`src/rtl/core/spcs_div_pipe.sv`:
```
module spcs_div_pipe #(
    parameter int DW  = 9,
    parameter int QW  = 30,
    parameter int BPS = 5
) (
    input  logic          clk,
    input  logic          en,
    input  logic [DW-1:0] rem_in,
    input  logic [DW-1:0] den_in,
    output logic [QW-1:0] quot
);

    localparam int NS = QW / BPS;

    logic [DW-1:0] rem_reg  [NS];
    logic [DW-1:0] den_reg  [NS];
    logic [QW-1:0] quot_reg [NS];

    logic [DW-1:0] rem_src  [NS];
    logic [DW-1:0] den_src  [NS];
    logic [QW-1:0] quot_src [NS];

    for (genvar k = 0; k < NS; k++) begin : g_st
        logic [DW:0]    r;
        logic [DW-1:0]  rs;
        logic [BPS-1:0] b;

        if (k == 0) begin : g_first
            assign rem_src[k]  = rem_in;
            assign den_src[k]  = den_in;
            assign quot_src[k] = '0;
        end else begin : g_next
            assign rem_src[k]  = rem_reg[k-1];
            assign den_src[k]  = den_reg[k-1];
            assign quot_src[k] = quot_reg[k-1];
        end

        // restoring steps, remainder stays below the divisor if the input remainder is below it
        always_comb
        begin
            r  = '0;
            b  = '0;
            rs = rem_src[k];
            for (int j = 0; j < BPS; j++)
            begin
                r = {rs, 1'b0};
                if (r >= {1'b0, den_src[k]})
                begin
                    r = r - {1'b0, den_src[k]};
                    b[BPS-1-j] = 1'b1;
                end
                rs = r[DW-1:0];
            end
        end

        always_ff @(posedge clk)
        begin
            if (en)
            begin
                rem_reg[k]  <= rs;
                den_reg[k]  <= den_src[k];
                quot_reg[k] <= {quot_src[k][QW-BPS-1:0], b};
            end
        end
    end

    assign quot = quot_reg[NS-1];

endmodule

```
`config.mk`:
```
export PLATFORM = sky130hd
export DESIGN_NAME = spcs_div_pipe
export DESIGN_NICKNAME = d
export VERILOG_FILES = /design/src/rtl/core/spcs_div_pipe.sv
export SDC_FILE = /design/constraint.sdc
export NUM_CORES = 1
export LEC_CHECK = 0
export ABC_AREA = 1
export BUFFER_PORTS_ARGS = -buffer_cell sky130_fd_sc_hd__buf_2
export CORE_ASPECT_RATIO = 0.5
export CORE_MARGIN = 3
export CORE_UTILIZATION = 35
export CTS_BUF_LIST = sky130_fd_sc_hd__clkbuf_16
export CTS_CLUSTER_DIAMETER = 40
export CTS_CLUSTER_SIZE = 10
export DETAILED_ROUTE_END_ITERATION = 7
export PLACE_DENSITY = 0.57
export SYNTH_ARGS = -nofsm -noshare
export SYNTH_HDL_FRONTEND = slang
export SYNTH_SLANG_ARGS = --single-unit
```
`constraint.sdc`:
```
create_clock -name clk -period 13.3 [get_ports clk]
set_input_delay 2.66 -clock clk [delete_from_list [all_inputs] [get_ports clk]]
set_output_delay 2.66 -clock clk [all_outputs]
set_load 0.005 [all_outputs]
```
[After elaboration in Yosys (flattened, before gate mapping)]
Memories as Yosys holds them, arrays and structs flattened.
Cells that the tools add are included.
Word-level totals
  bits in registers: 0
  latch bits: 0
  bits in writable memories: 288
  ROM bits: 0
  output and inout port bits: 30
  memories kept: 3
Memory list
  quot_reg: words 6, width 30, rd ports 6, clocked after Yosys merged registers in 0, wr ports 6, line 17  | logic [QW-1:0] quot_reg [NS];
  den_reg: words 6, width 9, rd ports 5, clocked after Yosys merged registers in 0, wr ports 6, line 16  | logic [DW-1:0] den_reg [NS];
  rem_reg: words 6, width 9, rd ports 5, clocked after Yosys merged registers in 0, wr ports 6, line 15  | logic [DW-1:0] rem_reg [NS];
Cells by class
  $add $sub $neg: 30
  multipliers: 0
  divide/modulo/power cells: 0
  $lt $le $gt $ge: 30
  equality and inequality tests: 0
  shift operators: 0
  muxes and demuxes: 62
  bitwise operators: 0
  reductions and logical operators: 0
Operators by type and width (count)
  $ge 10x9->1: 30
  $mux 9: 30
  $sub 9x9->9: 30
  $mux 1: 32

[Longest topological paths before layout]
Gate-level depths: netlist of the first run.
An unclocked memory read counts as a cell.
  depth in word-level cells: 11
  gate-level depth with buffers: 63
  gate-level depth less buffers: 61

[Worst setup path after synthesis of the first run]
OpenSTA, ideal clock, no wires.
  path type: in2reg
  start point: in den_in[1]
  end point: mem rem_reg[0][2] (data pin)
  library setup time: 130 ps
  arrival time: 9413 ps
  required time: 13170 ps
  slack: 3757 ps
  stages on the path: 57
  cell sequence: inv_1 ha_1 ha_1 nand3_1 nor2_2 nor2_4 nand2_4 nand2_1 nand2_1 ha_1 nand2_1 nor2_1 nand3_1 o21bai_2 inv_1 nand2_2 nor2_8 nand3_1 [... 21 more ...] nand3_2 buf_6 nand2_1 inv_1 ha_1 or2_2 nand3_1 and2_1 nor4_1 nor2_1 inv_1 nand2_1 inv_1 nor2_1 inv_1 a21oi_2 nand3_1 nand2_1
RTL lines
  from (decl): line 9  | input logic [DW-1:0] den_in,
  to (decl): line 15

==> run_results.csv, run 1 <==
group,metric,value,unit
hold_path,hold_path_class,"reg2reg",
detailed_routing,ant_nets,0,
place,dpl.hpwl,39900,um
place,gp_congestion,0.887,
clock_tree,cts_buffer_depth,2,
clock_tree,cts_resized,0,
die,die_area,63200,um^2
clock_tree,cts_setup_buffers,0,
outcome,status,"complete, no violations",
synth,ys_seq_area_share,27.8,%
final_layout,multiInputGateArea,13400,um^2
synth,syn-cell-area,21000,um^2
setup_path,r2r_cells,52,
timing,post-route-min-period,10.21,ns
timing,fin_tns_setup,0,ns
synth,ys.warnings.count,0,
die,rows,62,
timing,finalMaxSlewViolations,0,
setup_path,worstSetupPathType,"in2reg",
clock_tree,ctsHoldBuffers,0,
setup_path,crit_path_end_kind,"flop",
setup_path,cp_common_cell,"nand2_1",
hold_path,holdCritStartpoint,"quot_reg[1][3]",
final_layout,largest_reg_flops,105,
synth,synth.net_count,3080,
clock_tree,cts_sinks,195,
grt,grt_first_pass_wirelength,84600,um
run,drv_cap,0,
timing,max_freq,97.9,MHz
final_layout,diodes,0,
synth,ys_seq_elements,195,
detailed_routing,drt_iter0_markers,1199,
final_layout,area_growth,7.94,%
detailed_routing,drt-pass1-iter-count,5,
clock_tree,cts_tree,"done",
final_layout,seqCellArea,5860,um^2
detailed_routing,vias,17900,
clock_tree,cts_made_buffers,17,
grt,overflow,0,
clock_tree,clk_latency,0.47,ns
die,die_h,179,um
hold_path,hold_depth,0,
final_layout,nets,3124,
setup_path,start_kind,"primary input",
grt,grt_max_degree,69,
setup_path,r2r_slack,3.38,ns
synth,avgSynthCellArea,7.49,um^2
synth,ys_types,52,
grt,grt_pass1_vias,17200,
clock_tree,clkTransAtPathRegs,0.09,ns
setup_path,reg2reg_from,"den_reg[0][1]",
setup_path,cpPeakStageDelay,0.36,ns
setup_path,required,13.65,ns
clock_tree,cts_max_level,4,
clock_tree,cts_root_buffer,"clkbuf_16",
timing,hold_viol,0,
timing,worst_pin_slew,0.883,ns
grt,antenna_found_initial,0,
timing,finalClockSkew,0.0134,ns
synth,synth_cells,2809,
setup_path,cp_slowest_cell,"ha_1",
place,io_buffer_count,49,
final_layout,drive_gt1_share,8.16,%
timing,setup_viol,0,
die,die_w,353,um
detailed_routing,routed_wl,50700,um
setup_path,cp_max_fo,11,
timing,rsz0062_at_grt,"no",
timing,fin_crit_sh,76.8,%
hold_path,hold_end,"quot_reg[2][8]",
die,pin_count,50,
detailed_routing,routedWlPerCell,13.8,um
setup_path,rr_endpoint,"rem_reg[1][0]",
synth,yosys.area.top_type_share,27.8,%
synth,synth.area.top_cells,"edfxtp_1, ha_1, nand2_1",
timing,timing.slew.headroom,41.1,%
grt,track_usage,16.3,%
die,core_area,58400,um^2
detailed_routing,via_per_inst,4.88,
synth,synth.largest_area_cell,"edfxtp_1",
detailed_routing,drc,0,
die,initial_core_util,36.0,%
setup_path,crit_arrival,10.56,ns
final_layout,num-fill-cells,6005,
==> cell usage after synthesis, drive strengths merged <==
library cell and number:
a211oi 3, a21o 22, a21oi 175, a221oi 2, a31oi 21, and2 4, and3 1, buf 25
clkbuf 1, clkinv 1, edfxtp 195, fa 6, ha 245, inv 418, nand2 862, nand3 292
nand3b 13, nand4 44, nor2 144, nor3 19, nor4 7, o211ai 10, o21ai 57, o21bai 29
o221ai 1, o311ai 1, o31ai 3, or2 22, or4 1, xnor2 93, xor2 92
==> critical path, delay by kind of cell <==
kind / cells / cell delay (ns)
and+or+nand+nor: 37 / 4.46
adders and majority gates: 5 / 1.42
AOI/OAI and AO/OA: 5 / 1.04
buffers and inverters: 10 / 0.95
==> placed cells by master (no fill, tap or decap), drive strengths merged, types with 44 or more instances in the layout <==
| master | instances |
|---|---|
| edfxtp | 195 |
| ha | 245 |
| nand3 | 292 |
| xor2 | 92 |
| xnor2 | 93 |
| nor2 | 144 |
| buf | 51 |
| o21ai | 57 |
| inv | 425 |
| nand2 | 862 |
| a21oi | 175 |
| nand4 | 44 |
==> metrics by stage <==
stage | hold WS [ns] | instances | cell area [um^2] | utilization [%] | setup slack (ns)
3_5_place_dp | 0.405 | 3634 | 22100 | 37.8 | 2.67
5_1_grt | 0.428 | 3666 | 22700 | 38.9 | 2.21
4_1_cts | 0.424 | 3666 | 22700 | 38.9 | 3.16
6_report | 0.422 | 3666 | 22700 | 38.9 | 3.09
2_1_floorplan | 0.400 | 2809 | 21000 | - | 3.76
3_3_place_gp | 0.400 | 3634 | 22100 | 37.8 | 2.81
==> worst max path at each step <==
stage                    from             to  depth (start not counted)
floorplan           den_in[1]  rem_reg[0][2]                         57
global placement    den_in[5]  rem_reg[0][2]                         57
detailed placement  den_in[5]  rem_reg[0][5]                         57
CTS                 den_in[5]  rem_reg[0][5]                         57
global route        den_in[7]  rem_reg[0][5]                         57
finish              den_in[5]  rem_reg[0][2]                         57
==> logic make-up after synthesis <==
group,synth area share [%]
adders and majority gates,15.1
xor gates and xnor gates,7.71
and+or+nand+nor,31.1
AOI/OAI and AO/OA,9.50
DFF,27.8
buffers and inverters,8.66
==> cell type report <==
| cell class | count | area share (%) |
|---|---|---|
| well taps | 800 | 4.41 |
| flip-flops and latches | 195 | 25.8 |
| clock inverters | 15 | 0.887 |
| clock buffers | 17 | 1.87 |
| repair buffers | 51 | 1.19 |
| multi-input cells | 2169 | 58.8 |
| inverters | 419 | 7.02 |
==> per-layer routing <==
| layer | GRT usage, % | routed length, um | vias up |
|---|---|---|---|
| met3 | 1.79 | 1510 | 57 |
| met1 | 21.3 | 25000 | 8144 |
| li1 | - | - | 9419 |
| met5 | 0 | 0 | - |
| met2 | 28.1 | 23100 | 279 |
| met4 | 5.34 | 1090 | 0 |
Power of run 1 is left out: the tool's default activity adds up to more than one toggle a clock period on the data nets, which glitch-free logic cannot reach.
==> run 2, diff against run 1 <==
--- a/config.mk
+++ b/config.mk
@@ -14,7 +14,7 @@
 export CTS_CLUSTER_DIAMETER = 40
 export CTS_CLUSTER_SIZE = 10
 export DETAILED_ROUTE_END_ITERATION = 7
-export PLACE_DENSITY = 0.57
+export PLACE_DENSITY = 0.58
 export SYNTH_ARGS = -nofsm -noshare
 export SYNTH_HDL_FRONTEND = slang
 export SYNTH_SLANG_ARGS = --single-unit
==> constraint.sdc (replaced) <==
create_clock -name clk -period 9 [get_ports clk]
set_input_delay 1.8 -clock clk [delete_from_list [all_inputs] [get_ports clk]]
set_output_delay 1.8 -clock clk [all_outputs]
set_load 0.005 [all_outputs]
==> run 2 against run 1 <==
  * Cell count is 4.3% higher
  * Non-clock buffer count grew 154
  * Hold slack worse by 0.0074 ns
  * Routed wire length rose by 4.8%
  * Register-to-register slack worse by 2.7 ns
  * Critical path depth decreased by 3
  * Utilization grew 2.5 points
==> run_results.csv, run 2 (synthesized netlist as in run 1, its figures left out) <==
group,metric,value,unit
setup_path,required,9.24,ns
detailed_routing,drt_iter0_markers,1089,
clock_tree,cts_sinks,195,
die,die_w,353,um
grt,use_met1,21.8,%
detailed_routing,drt-pass1-iter-count,5,
grt,use_met2,28.8,%
final_layout,fin_cells,3823,
setup_path,cp_common_cell,"nand2_1",
die,die_area,63200,um^2
clock_tree,cts_made_buffers,17,
timing,hold_viol,0,
final_layout,layout_common_cells,"nand2_1, inv_1, nand3_1",
grt,antenna_found_initial,0,
die,core_area,58400,um^2
detailed_routing,drc,0,
die,rows,62,
timing,max_freq,119,MHz
clock_tree,cts_tree,"done",
clock_tree,clk_latency,0.48,ns
setup_path,cp_slowest_cell,"ha_1",
detailed_routing,vias,18600,
timing,worst_pin_slew,1.16,ns
setup_path,cpPeakStageDelay,0.34,ns
final_layout,design_area,24100,um^2
final_layout,diodes,0,
final_layout,largest_reg_flops,105,
place,dpl.cell_count,3760,
final_layout,final_common_cell,"nand2_1",
clock_tree,cts_max_level,4,
timing,finalClockSkew,0.0124,ns
timing,timing.slew.headroom,22.7,%
grt,grt-busiest-layer,"met2",
outcome,status,"complete, no violations",
run,drv_cap,0,
die,pin_count,50,
final_layout,nets,3281,
place,io_buffer_count,49,
final_layout,area_growth,14.8,%
grt,grt_max_degree,106,
timing,finalMaxSlewViolations,0,
grt,grt_pass1_vias,17900,
clock_tree,cts_root_buffer,"clkbuf_16",
die,die_h,179,um
grt,grt_first_pass_wirelength,87100,um
place,gp_congestion,0.915,
clock_tree,cts_buffer_depth,2,
detailed_routing,routed_wl,53200,um
final_layout,drive_gt1_share,14.3,%
setup_path,cp_max_fo,10,
grt,grtUsageMet3,2.59,%
detailed_routing,routedWlPerCell,13.9,um
timing,setup_viol,0,
detailed_routing,ant_nets,0,
setup_path,worstSetupPathType,"in2reg",
die,initial_core_util,36.0,%
grt,overflow,0,
timing,post-route-min-period,8.39,ns
hold_path,hold_path_class,"reg2reg",
setup_path,crit_path_end_kind,"flop",
clock_tree,ctsHoldBuffers,0,
grt,track_usage,16.8,%
place,placed_area,23000,um^2
setup_path,crit_arrival,8.63,ns
setup_path,start_kind,"primary input",
place,dpl.hpwl,42000,um
clock_tree,clkTransAtPathRegs,0.08,ns
timing,fin_crit_sh,93.2,%
final_layout,num-fill-cells,5931,
detailed_routing,via_per_inst,4.87,
-- run 2: cell count changes in the layout (fill, tap and decap cells not counted), sizes merged --
cell      change
buf         +154
clkinvlp      +6
inv           -4
clkinv        -2
a21oi         +1
nand3         +1
nand3b        +1
-- run 2: final cells by class --
cell class | instances | area, um^2 | area share (%)
multi-input cells | 2172 | 13600 | 56.5
repair buffers | 205 | 1440 | 5.96
clock buffers | 17 | 425 | 1.76
inverters | 419 | 1610 | 6.66
clock inverters | 15 | 164 | 0.679
well taps | 800 | 1000 | 4.15
flip-flops and latches | 195 | 5860 | 24.3
-- run 2: critical path: cells and delay by family --
family                     cells  cell delay (ns)
and+or+nand+nor               34             3.75
adders and majority gates      6             1.63
buffers and inverters          9             0.75
AOI/OAI and AO/OA              5             0.67
-- run 2: metal layers --
layer / wire (um) / up-vias / share of wire, %
li1: - / 9751 / -
met1: 25700 / 8474 / 48
met2: 24200 / 319 / 45
met3: 1890 / 92 / 3.6
met4: 1420 / 0 / 2.7
met5: 0 / - / 0
-- run 2: repair_timing --
item	in CTS	in global routing
setup endpoints to repair	0	50
gates resized for setup	0	60
buffers inserted	0	28
-- run 2: worst paths after layout --
check | startpoint | end | slack [ns] | cells past startpoint
max | den_in[1] | rem_reg[0][6] | 0.61 | 54
max reg2reg | den_reg[0][1] | rem_reg[1][0] | 0.66 | 52
min reg2reg | quot_reg[4][19] | quot_reg[5][24] | 0.42 | 0
min | quot_reg[4][19] | quot_reg[5][24] | 0.42 | 0
-- run 2: through the flow --
| step | setup TNS [ns] | hold slack (ns) | setup WS, ns | util, % |
|---|---|---|---|---|
| after floorplan | 0 | 0.400 | 0.317 | - |
| after global placement | 0 | 0.400 | 0.0960 | 39.4 |
| after detailed placement | -0.0767 | 0.405 | -0.0274 | 39.4 |
| after CTS | 0 | 0.418 | 0.106 | 40.4 |
| after global routing | -0.0698 | 0.426 | -0.0477 | 41.3 |
| final | 0 | 0.415 | 0.608 | 41.3 |
Power of run 2 is left out for the same reason.
==> run 3, diff against run 2 <==
--- a/config.mk
+++ b/config.mk
@@ -14,7 +14,7 @@
 export CTS_CLUSTER_DIAMETER = 40
 export CTS_CLUSTER_SIZE = 10
 export DETAILED_ROUTE_END_ITERATION = 7
-export PLACE_DENSITY = 0.58
+export PLACE_DENSITY = 0.57
 export SYNTH_ARGS = -nofsm -noshare
 export SYNTH_HDL_FRONTEND = slang
 export SYNTH_SLANG_ARGS = --single-unit
==> constraint.sdc (replaced) <==
create_clock -name clk -period 8.8 [get_ports clk]
set_input_delay 1.76 -clock clk [delete_from_list [all_inputs] [get_ports clk]]
set_output_delay 1.76 -clock clk [all_outputs]
set_load 0.005 [all_outputs]
==> run 3 against run 2 <==
  * Non-clock buffer count grew 52
  * Worst setup slack worse by 0.11 ns
  * Utilization rose by 1.1 points
  * Clock skew rose by 0.0071 ns
  * First-iteration DRC count shrank 0.46%
  * Global-route usage rose by 0.32 points
  * Via count grew 1.2%
  * Critical path type unchanged
==> run_results.csv, run 3 (synthesized netlist as in run 1, its figures left out) <==
group,metric,value,unit
final_layout,layout_common_cells,"nand2_1, inv_1, nand3_1",
setup_path,worstSetupPathType,"in2reg",
clock_tree,cts_root_buffer,"clkbuf_16",
grt,grt_max_degree,75,
die,core_area,58400,um^2
setup_path,cp_slowest_cell,"ha_2",
clock_tree,cts_tree,"done",
place,dpl.hpwl,43300,um
die,die_w,353,um
timing,finalClockSkew,0.0194,ns
detailed_routing,via_per_inst,4.87,
setup_path,crit_arrival,8.55,ns
clock_tree,clkTransAtPathRegs,0.10,ns
setup_path,cp_max_fo,7,
setup_path,crit_path_end_kind,"flop",
setup_path,start_kind,"primary input",
die,die_h,179,um
grt,overflow,0,
timing,fin_crit_sh,94.4,%
timing,rsz0062_at_grt,"yes",
place,io_buffer_count,49,
die,pin_count,50,
timing,fin_tns_setup,0,ns
detailed_routing,drc,0,
detailed_routing,ant_nets,0,
final_layout,largest_reg_flops,105,
die,initial_core_util,36.0,%
final_layout,diodes,0,
detailed_routing,routedWlPerCell,14.1,um
run,drv_cap,0,
die,die_area,63200,um^2
grt,antenna_found_initial,0,
final_layout,final_common_cell,"nand2_1",
clock_tree,cts_sinks,195,
final_layout,seqCellArea,5860,um^2
hold_path,hold_path_class,"reg2reg",
detailed_routing,routed_wl,54700,um
setup_path,cp_common_cell,"nand2_1",
final_layout,nets,3334,
final_layout,fin_cells,3876,
clock_tree,clk_latency,0.48,ns
setup_path,required,9.05,ns
clock_tree,cts_buffer_depth,2,
grt,grt_first_pass_wirelength,88900,um
timing,finalMaxSlewViolations,0,
clock_tree,cts_made_buffers,17,
grt,track_usage,17.1,%
place,dpl.cell_count,3816,
final_layout,area_growth,17.9,%
outcome,status,"complete, no violations",
place,gp_congestion,0.889,
timing,worst_pin_slew,0.966,ns
timing,max_freq,120,MHz
clock_tree,cts_max_level,4,
die,rows,62,
timing,timing.slew.headroom,35.6,%
grt,grt_pass1_vias,17900,
timing,setup_viol,0,
final_layout,num-fill-cells,5842,
clock_tree,ctsHoldBuffers,0,
final_layout,utilization,42.4,%
timing,post-route-min-period,8.31,ns
setup_path,cpPeakStageDelay,0.39,ns
detailed_routing,drt-pass1-iter-count,5,
final_layout,drive_gt1_share,16.8,%
detailed_routing,drt_iter0_markers,1084,
detailed_routing,vias,18900,
timing,hold_viol,0,
final_layout,multiInputGateArea,13800,um^2
==> run 3: per-stage QoR <==
| stage | hold WS, ns | setup slack, ns | instance area, um^2 |
|---|---|---|---|
| 2_1_floorplan | 0.400 | 0.157 | 21000 |
| 3_3_place_gp | 0.400 | 0.119 | 23500 |
| 3_5_place_dp | 0.405 | -0.00477 | 23500 |
| 4_1_cts | 0.418 | 0.345 | 24100 |
| 5_1_grt | 0.421 | -0.116 | 24800 |
| 6_report | 0.417 | 0.494 | 24800 |
==> run 3: critical path, delay by kind of cell <==
family	cells	cell delay, ns
AND/OR/NAND/NOR	28	2.57
adder cells (fa/ha/maj)	5	1.51
AO/OA/AOI/OAI	11	1.63
buffers and inverters	11	1.00
XOR/XNOR	1	0.07
==> run 3: routing by layer <==
metal  vias up  GRT usage [%]  routed length, um
li1       9836              -                  -
met1      8637           22.9              26500
met2       330           29.5              25300
met3        55           2.37               2070
met4         0           3.75                825
met5         -              0                  0
==> run 3: final cells by class <==
cell class / count / share of cell area, %
timing repair buffer: 257 / 7.49
multi-input combinational: 2172 / 55.8
sequential: 195 / 23.6
inverter: 419 / 6.48
clock inverter: 15 / 0.843
tap: 800 / 4.04
timing repair inverter: 1 / 0.0303
clock buffer: 17 / 1.72
==> run 3: final timing paths <==
path | from | end | slack, ns | cells after the start
min | quot_reg[4][12] | quot_reg[5][17] | 0.42 | 0
min reg2reg | quot_reg[4][12] | quot_reg[5][17] | 0.42 | 0
max | den_in[7] | rem_reg[0][7] | 0.49 | 56
max reg2reg | rem_reg[0][0] | rem_reg[1][0] | 0.70 | 56
==> run 3: what timing repair did <==
item / 4_1_cts / 5_1_grt
buffers inserted: 0 / 24
setup endpoints to repair: 0 / 51
resized for setup: 0 / 100
Power of run 3 is left out for the same reason.
